<file path="src/sv/dptfa_pkg.sv">
// ----------------------------------------------------------------------------
// Demand page table package
// Result codes and configuration register indexes shared by the page table.
// ----------------------------------------------------------------------------
package dptfa_pkg;

  // Result code returned with every item.
  typedef enum logic [1:0] {
    STATUS_HIT      = 2'd0,
    STATUS_LOADED   = 2'd1,
    STATUS_INVALID  = 2'd2,
    STATUS_NO_FRAME = 2'd3
  } status_t;

  // Configuration register indexes.
  localparam int unsigned CFG_AW = 1;
  localparam int unsigned CFG_DW = 9;
  localparam logic [CFG_AW-1:0] REG_PAGES_IN_USE  = 1'd0;
  localparam logic [CFG_AW-1:0] REG_FRAMES_IN_USE = 1'd1;

  // Reset values of the configuration registers.
  localparam logic [8:0] PAGES_IN_USE_RST  = 9'd256;
  localparam logic [7:0] FRAMES_IN_USE_RST = 8'd100;

  // Fixed field widths of the stream payload.
  localparam int unsigned PAGE_NUM_W  = 8;
  localparam int unsigned FRAME_NUM_W = 7;

endpackage

</file>
<file path="src/sv/dptfa_ram.sv">
// ----------------------------------------------------------------------------
// Generic simple dual-port RAM
// One write port and one read port with registered read data.
// ----------------------------------------------------------------------------
module dptfa_ram #(
  parameter int unsigned WIDTH = 8,
  parameter int unsigned DEPTH = 256
) (
  input  logic                     clk,
  input  logic                     we,
  input  logic [$clog2(DEPTH)-1:0] waddr,
  input  logic [WIDTH-1:0]         wdata,
  input  logic                     re,
  input  logic [$clog2(DEPTH)-1:0] raddr,
  output logic [WIDTH-1:0]         rdata
);

  logic [WIDTH-1:0] mem [DEPTH];

  always_ff @(posedge clk) begin
    if (we) begin
      mem[waddr] <= wdata;
    end
    if (re) begin
      rdata <= mem[raddr];
    end
  end

endmodule

</file>
<file path="src/sv/demand_page_table_frame_alloc.sv">
// ----------------------------------------------------------------------------
// Demand page table with frame allocation
// Resolves page accesses to physical frames, claiming a new frame on a miss.
// ----------------------------------------------------------------------------
// Usage:
// Each input item on the s_* channel is one page access: the page number in
// s_tdata and the write flag in s_tuser. Each access yields exactly one item
// on the m_* channel: the frame number in m_tdata and a result code in
// m_tuser (hit, loaded into a new frame, invalid page, no free frame).
// The page table lives in one synchronous RAM with registered read data.
// An access is accepted and its table entry is read; in the lookup state,
// once the output register is free, the entry is updated and written back
// and the result is loaded into the output register. This read-then-write
// of the page table RAM means a new access is not accepted while one is
// still in its lookup state. A new access is accepted while a finished
// result still waits in the output register; if the receiver stalls, the
// following access waits in its lookup state until the output register is
// free, and s_tready stays low meanwhile.
// Frames are never released, so they are handed out in ascending order and
// a single count of used frames gives the lowest free frame.
// After reset the block sweeps the page table once to clear it, one entry a
// cycle, through all MAX_PAGES entries; s_tready stays low during the sweep while
// configuration writes are taken as usual.
// ----------------------------------------------------------------------------
module demand_page_table_frame_alloc #(
  parameter int unsigned MAX_PAGES  = 256,
  parameter int unsigned MAX_FRAMES = 128
) (
  input  logic                           clk,
  input  logic                           rst,
  // Configuration write port.
  input  logic                           cfg_we,
  input  logic [dptfa_pkg::CFG_AW-1:0]   cfg_addr,
  input  logic [dptfa_pkg::CFG_DW-1:0]   cfg_wdata,
  // Access stream.
  input  logic                           s_tvalid,
  output logic                           s_tready,
  input  logic [7:0]                     s_tdata,   // [7:0] page_number
  input  logic                           s_tuser,   // [0] is_write
  // Result stream.
  output logic                           m_tvalid,
  input  logic                           m_tready,
  output logic [7:0]                     m_tdata,   // [6:0] frame_number, [7] zero
  output logic [1:0]                     m_tuser    // [1:0] status
);

  localparam int unsigned PAW   = (MAX_PAGES > 1) ? $clog2(MAX_PAGES) : 1;
  localparam int unsigned FAW   = (MAX_FRAMES > 1) ? $clog2(MAX_FRAMES) : 1;
  localparam int unsigned FCW   = $clog2(MAX_FRAMES + 1);
  localparam int unsigned PCW   = $clog2(MAX_PAGES + 1);
  localparam int unsigned PLW   = (PCW > 9) ? PCW : 9;
  localparam int unsigned FLW   = (FCW > 8) ? FCW : 8;
  localparam int unsigned ENT_W = FAW + 3;

  typedef enum logic [2:0] {
    ST_CLEAR = 3'b001,
    ST_IDLE  = 3'b010,
    ST_LOOK  = 3'b100
  } state_t;

  state_t                          state, state_next;
  logic [PAW-1:0]                  clr_addr;
  logic [8:0]                      pages_in_use;
  logic [7:0]                      frames_in_use;
  logic [FCW-1:0]                  frames_used;

  // Access held for its lookup cycle.
  logic [PAW-1:0]                  req_page;
  logic                            req_write;
  logic                            req_invalid;

  // Output register.
  logic [dptfa_pkg::FRAME_NUM_W-1:0] out_frame;
  dptfa_pkg::status_t              out_status;

  // Page table RAM ports.
  logic                            ram_we;
  logic [PAW-1:0]                  ram_waddr;
  logic [ENT_W-1:0]                ram_wdata;
  logic                            ram_re;
  logic [ENT_W-1:0]                ram_rdata;

  // Entry layout: {resident, referenced, dirty, frame}.
  logic                            ent_resident;
  logic                            ent_dirty;
  logic [FAW-1:0]                  ent_frame;

  logic                            in_accept;
  logic                            out_free;
  logic                            page_invalid;
  logic                            frames_full;
  logic                            finish;
  dptfa_pkg::status_t              res_status;
  logic [dptfa_pkg::FRAME_NUM_W-1:0] res_frame;
  logic                            claim;

  assign s_tready  = (state == ST_IDLE);
  assign in_accept = s_tvalid && s_tready;
  assign out_free  = !m_tvalid || m_tready;
  assign finish    = (state == ST_LOOK) && out_free;

  assign m_tdata = {1'b0, out_frame};
  assign m_tuser = out_status;

  // A page at or above either the register or the table depth is invalid.
  assign page_invalid = (PLW'(s_tdata) >= PLW'(pages_in_use)) ||
                        (PLW'(s_tdata) >= PLW'(MAX_PAGES));

  // The next frame to hand out is frames_used; none left once it reaches
  // the frame limit.
  assign frames_full = (FLW'(frames_used) >= FLW'(frames_in_use)) ||
                       (FLW'(frames_used) >= FLW'(MAX_FRAMES));

  assign ent_resident = ram_rdata[FAW+2];
  assign ent_dirty    = ram_rdata[FAW];
  assign ent_frame    = ram_rdata[FAW-1:0];

  dptfa_ram #(
    .WIDTH (ENT_W),
    .DEPTH (MAX_PAGES)
  ) u_page_ram (
    .clk   (clk),
    .we    (ram_we),
    .waddr (ram_waddr),
    .wdata (ram_wdata),
    .re    (ram_re),
    .raddr (PAW'(s_tdata)),
    .rdata (ram_rdata)
  );

  // Lookup decision and the entry to write back.
  always_comb begin
    res_status = dptfa_pkg::STATUS_INVALID;
    res_frame  = '0;
    claim      = 1'b0;
    ram_we     = 1'b0;
    ram_waddr  = req_page;
    ram_wdata  = '0;
    ram_re     = in_accept;
    if (state == ST_CLEAR) begin
      ram_we    = 1'b1;
      ram_waddr = clr_addr;
    end else if (req_invalid) begin
      res_status = dptfa_pkg::STATUS_INVALID;
    end else if (ent_resident) begin
      // Hit: mark referenced; the dirty mark is sticky.
      res_status = dptfa_pkg::STATUS_HIT;
      res_frame  = dptfa_pkg::FRAME_NUM_W'(ent_frame);
      ram_we     = finish;
      ram_wdata  = {1'b1, 1'b1, ent_dirty | req_write, ent_frame};
    end else if (frames_full) begin
      res_status = dptfa_pkg::STATUS_NO_FRAME;
    end else begin
      // Miss: bind the lowest free frame to the page.
      res_status = dptfa_pkg::STATUS_LOADED;
      res_frame  = dptfa_pkg::FRAME_NUM_W'(frames_used);
      claim      = finish;
      ram_we     = finish;
      ram_wdata  = {1'b1, 1'b1, req_write, FAW'(frames_used)};
    end
  end

  always_comb begin
    state_next = state;
    case (state)
      ST_CLEAR: begin
        if (clr_addr == PAW'(MAX_PAGES - 1)) begin
          state_next = ST_IDLE;
        end
      end
      ST_IDLE: begin
        if (in_accept) begin
          state_next = ST_LOOK;
        end
      end
      ST_LOOK: begin
        if (out_free) begin
          state_next = ST_IDLE;
        end
      end
      default: begin
        state_next = ST_CLEAR;
      end
    endcase
  end

  always_ff @(posedge clk) begin
    if (rst) begin
      state         <= ST_CLEAR;
      clr_addr      <= '0;
      frames_used   <= '0;
      pages_in_use  <= dptfa_pkg::PAGES_IN_USE_RST;
      frames_in_use <= dptfa_pkg::FRAMES_IN_USE_RST;
      m_tvalid      <= 1'b0;
    end else begin
      state <= state_next;
      if (state == ST_CLEAR) begin
        clr_addr <= PAW'(clr_addr + 1'b1);
      end
      if (claim) begin
        frames_used <= FCW'(frames_used + 1'b1);
      end
      if (cfg_we) begin
        case (cfg_addr)
          dptfa_pkg::REG_PAGES_IN_USE:  pages_in_use  <= cfg_wdata;
          dptfa_pkg::REG_FRAMES_IN_USE: frames_in_use <= cfg_wdata[7:0];
          default: begin
          end
        endcase
      end
      if (finish) begin
        m_tvalid <= 1'b1;
      end else if (m_tready) begin
        m_tvalid <= 1'b0;
      end
    end
  end

  // Payload registers.
  always_ff @(posedge clk) begin
    if (in_accept) begin
      req_page    <= PAW'(s_tdata);
      req_write   <= s_tuser;
      req_invalid <= page_invalid;
    end
    if (finish) begin
      out_status <= res_status;
      out_frame  <= res_frame;
    end
  end

endmodule
</file>
<file path="config.mk">
export PLATFORM = sky130hd
export DESIGN_NAME = demand_page_table_frame_alloc
export DESIGN_NICKNAME = d
export VERILOG_FILES = /design/src/sv/dptfa_pkg.sv /design/src/sv/dptfa_ram.sv /design/src/sv/demand_page_table_frame_alloc.sv
export SDC_FILE = /design/constraint.sdc
export NUM_CORES = 2
export LEC_CHECK = 0
export CAP_MARGIN = 10
export CORE_ASPECT_RATIO = 0.9
export CORE_UTILIZATION = 39
export CTS_CLUSTER_SIZE = 24
export DETAILED_ROUTE_END_ITERATION = 12
export DONT_BUFFER_PORTS = 1
export PLACE_DENSITY_LB_ADDON = 0.3
export SLEW_MARGIN = 25
export SYNTH_ARGS = -nofsm -noshare
export SYNTH_HDL_FRONTEND = slang
export SYNTH_SLANG_ARGS = --single-unit
</file>
<file path="constraint.sdc">
create_clock -name clk -period 7.1 [get_ports clk]
set_input_delay 1.775 -clock clk [delete_from_list [all_inputs] [get_ports clk]]
set_output_delay 1.775 -clock clk [all_outputs]
set_load 0.02 [all_outputs]
</file>
==> reports/metrics.cfg <==
[critical_path]
worst_setup_path_end_kind=register
start_kind=primary input
critical_path_class=primary input to register
worstPathArrival_ps=6060
crit_chain=buf_16, buf_16, buf_16, mux4_2, a22o_1, a211oi_1, a21oi_1, a31oi_1, nor4_1
crit_required_ps=7670
crit_top_cell=buf_16
max_stage_delay_ps=620
crit_slowest_cell=mux4_2
worst-path-max-fanout=94

[global_routing]
grt_pass1_vias=39998
track_usage_pct=17.9
antenna_found_initial=1
grt_pass1_wl_mm=277
grt_overflow=0
grt_max_degree=547

[synth]
synth_simple_gate_area_share_pct=3.10
synth_edf_count=2074
synth-seq-area-share_pct=76.8
synthAdderAreaFrac_pct=0.290
synth-compound-area-share_pct=3.79
synth.avg_cell_area_um2=20.6
ys_ff_latch=2111
synth_area_mm2=0.0820
postSynthNetCount=4034
async_flop_share_pct=0
netlist_instances=3991
synth-main-ff-cell=edfxtp_1
yosys_warnings=0
synth.mux.area_fraction_pct=14.2
synth_xor_area_share_pct=0.117
synth_top_family_by_area=multiplexers
ys_types=59

[timing]
drv_slew=422
setup_viol=0
tns_ps=0
worst_pin_slew_ps=2790
period_needed_ps=5490
period_share_pct=77.3
slew_headroom_pct=-86.1
max_freq_ghz=0.182
finalClockSkew_ps=51.8
rsz0062_at_grt=false
hold_viol_final=0

[cells_and_area]
antenna-diode-count=0
drive_gt1_share_pct=20.8
fillCellCount=17669
syn2layout_area_growth_pct=11.9
stdcell_area_mm2=0.0918
finalNetCount=4094

[power]
p_seq_share_pct=53.4
power_mw=25.6
switching_share_pct=21.4
internal_power_mw=20.1
worst_ir_drop_vdd_mv=0.201
p_comb_share_pct=4.8
p_leak_nw=25.5
switching_power_mw=5.48
clkPwrFrac_pct=41.8
p_per_area_mw_per_mm2=279

[floorplanning]
die_area_mm2=0.212
die_h_um=437
pin_count=36
die_w_um=485
coreArea_mm2=0.209
initial_utilization_pct=39.3
rows=159

[drt]
drt-total-wl_mm=190
initialDrtViolationCount=3760
via_count=39483
viasPerCell=5.68
drc=0
post_drt_wl_per_cell_um=27.3
dr.pass1.iters=5
drt.antenna.violating_nets=0

[status]
violations=slew limit
status=finished with violations

[clock_network]
insertion_delay_ps=850
ctsResizeCount=0
path_clk_slew_ps=60
cts_tree=yes
h-tree-depth=4
cts_hold_buf=0
postCtsSetupBuffers=0
clockRootBuffer=clkbuf_16
cts.path.max_buffers=3
cts_buffers=204
cts.sinks=2111

[flow_run]
maxCapViolations=0

[hold_path]
hold_path.class=register to register

[place]
portBuffers=0
gp_congestion=0.859
place_area_mm2=0.0850
hpwl_mm=106

-- through the flow --
step           utilization [%]  setup WS [ps]  cells  hold WS [ps]
6_report                  43.9           1610   6953           452
3_3_place_gp              40.7           1980   6575           442
2_1_floorplan                -           1000   3991           436
5_1_grt                   43.9           1420   6953           473
4_1_cts                   43.9           2640   6947           452
3_5_place_dp              40.7           2000   6576           443
-- cells in the final DEF (no fill, tap or decap), drive strengths merged, types with 14 or more instances in the layout --
master	Yosys	layout
a211oi	41	41
inv	29	35
ha	19	19
nor3	27	27
nand2	171	171
o21ai	28	28
buf	141	73
bufinv	0	17
mux4	480	480
nand3	28	28
a22oi	71	71
clkbuf	78	260
o22ai	91	91
a21oi	45	45
o221ai	18	18
a221oi	27	27
nor2b	14	14
dfxtp	37	37
nand2b	14	14
edfxtp	2074	2074
nor2	326	326
clkinv	0	84
a22o	62	62
mux2i	85	85
-- sequential cells by signal (all words and copies together) (netlist names) --
register          count
u_page_ram.mem     2048
pages_in_use          9
clr_addr              8
frames_in_use         8
frames_used           8
req_page              8
u_page_ram.rdata      8
out_frame             7
state                 3
m_tuser               2
m_tvalid              1
req_invalid           1
-- path summary, 6_finish.rpt --
kind         slack [ps]  depth (start not counted)                     to            start
max                1610                          9    u_page_ram.rdata[4]       s_tdata[0]
max reg2reg        2600                         10  u_page_ram.mem[44][8]   frames_used[0]
min                 450                          2        pages_in_use[2]  pages_in_use[2]
min reg2reg         450                          2        pages_in_use[2]  pages_in_use[2]
-- power groups by stage --
| stage | clock, mW | combinational (mW) | sequential [mW] |
|---|---|---|---|
| detailed placement | 0 | 1.11 | 13.9 |
| floorplan | 0 | 0.774 | 14.0 |
| global route | 11.3 | 1.26 | 13.7 |
| finish | 10.7 | 1.22 | 13.7 |
| global placement | 0 | 1.10 | 13.9 |
| CTS | 10.9 | 1.11 | 13.7 |
-- logic make-up after synthesis --
group / after synthesis
other: 1
XOR/XNOR: 11
AO/OA/AOI/OAI: 423
buffers and inverters: 248
adder cells (fa/ha/maj): 19
flip-flops: 2111
AND/OR/NAND/NOR: 613
multiplexers: 565
-- cell type report --
cell class | instances | area, µm² | area share, %
clock inverter | 111 | 1150 | 1.25
clock buffer | 260 | 5450 | 5.93
inverter | 29 | 116 | 0.127
multi-input combinational | 1632 | 17900 | 19.5
timing repair buffer | 73 | 751 | 0.818
tap | 2737 | 3420 | 3.73
sequential | 2111 | 63000 | 68.7
-- synthesized netlist by cell type (28+ instances only) --
master | count | share of area, %
clkbuf_1 | 78 | 0.36
buf_4 | 39 | 0.36
a22oi_1 | 71 | 0.65
nand3_1 | 28 | 0.17
o22ai_1 | 91 | 0.69
a22o_1 | 62 | 0.66
a211oi_1 | 37 | 0.34
inv_1 | 28 | 0.13
edfxtp_1 | 2074 | 76
mux2i_1 | 85 | 1.0
nor2_1 | 326 | 1.5
a21oi_1 | 44 | 0.27
buf_2 | 68 | 0.41
nand2_1 | 171 | 0.78
mux4_2 | 480 | 13
dfxtp_1 | 37 | 0.90
-- critical path, delay by kind of cell --
family,cells,cell delay (ps)
AO/OA/AOI/OAI,4,1540
buffers and inverters,3,1630
multiplexers,1,620
AND/OR/NAND/NOR,1,140
-- routing by layer --
metal | vias up | share of wire (%) | global-route usage (%)
met3 | 260 | 7.7 | 3.52
met1 | 21045 | 44 | 26.1
met2 | 1491 | 47 | 27.4
met5 | - | 0 | 0
met4 | 0 | 2.1 | 4.57
li1 | 16687 | - | -
Note: power is estimated with default switching activity, not from simulation.
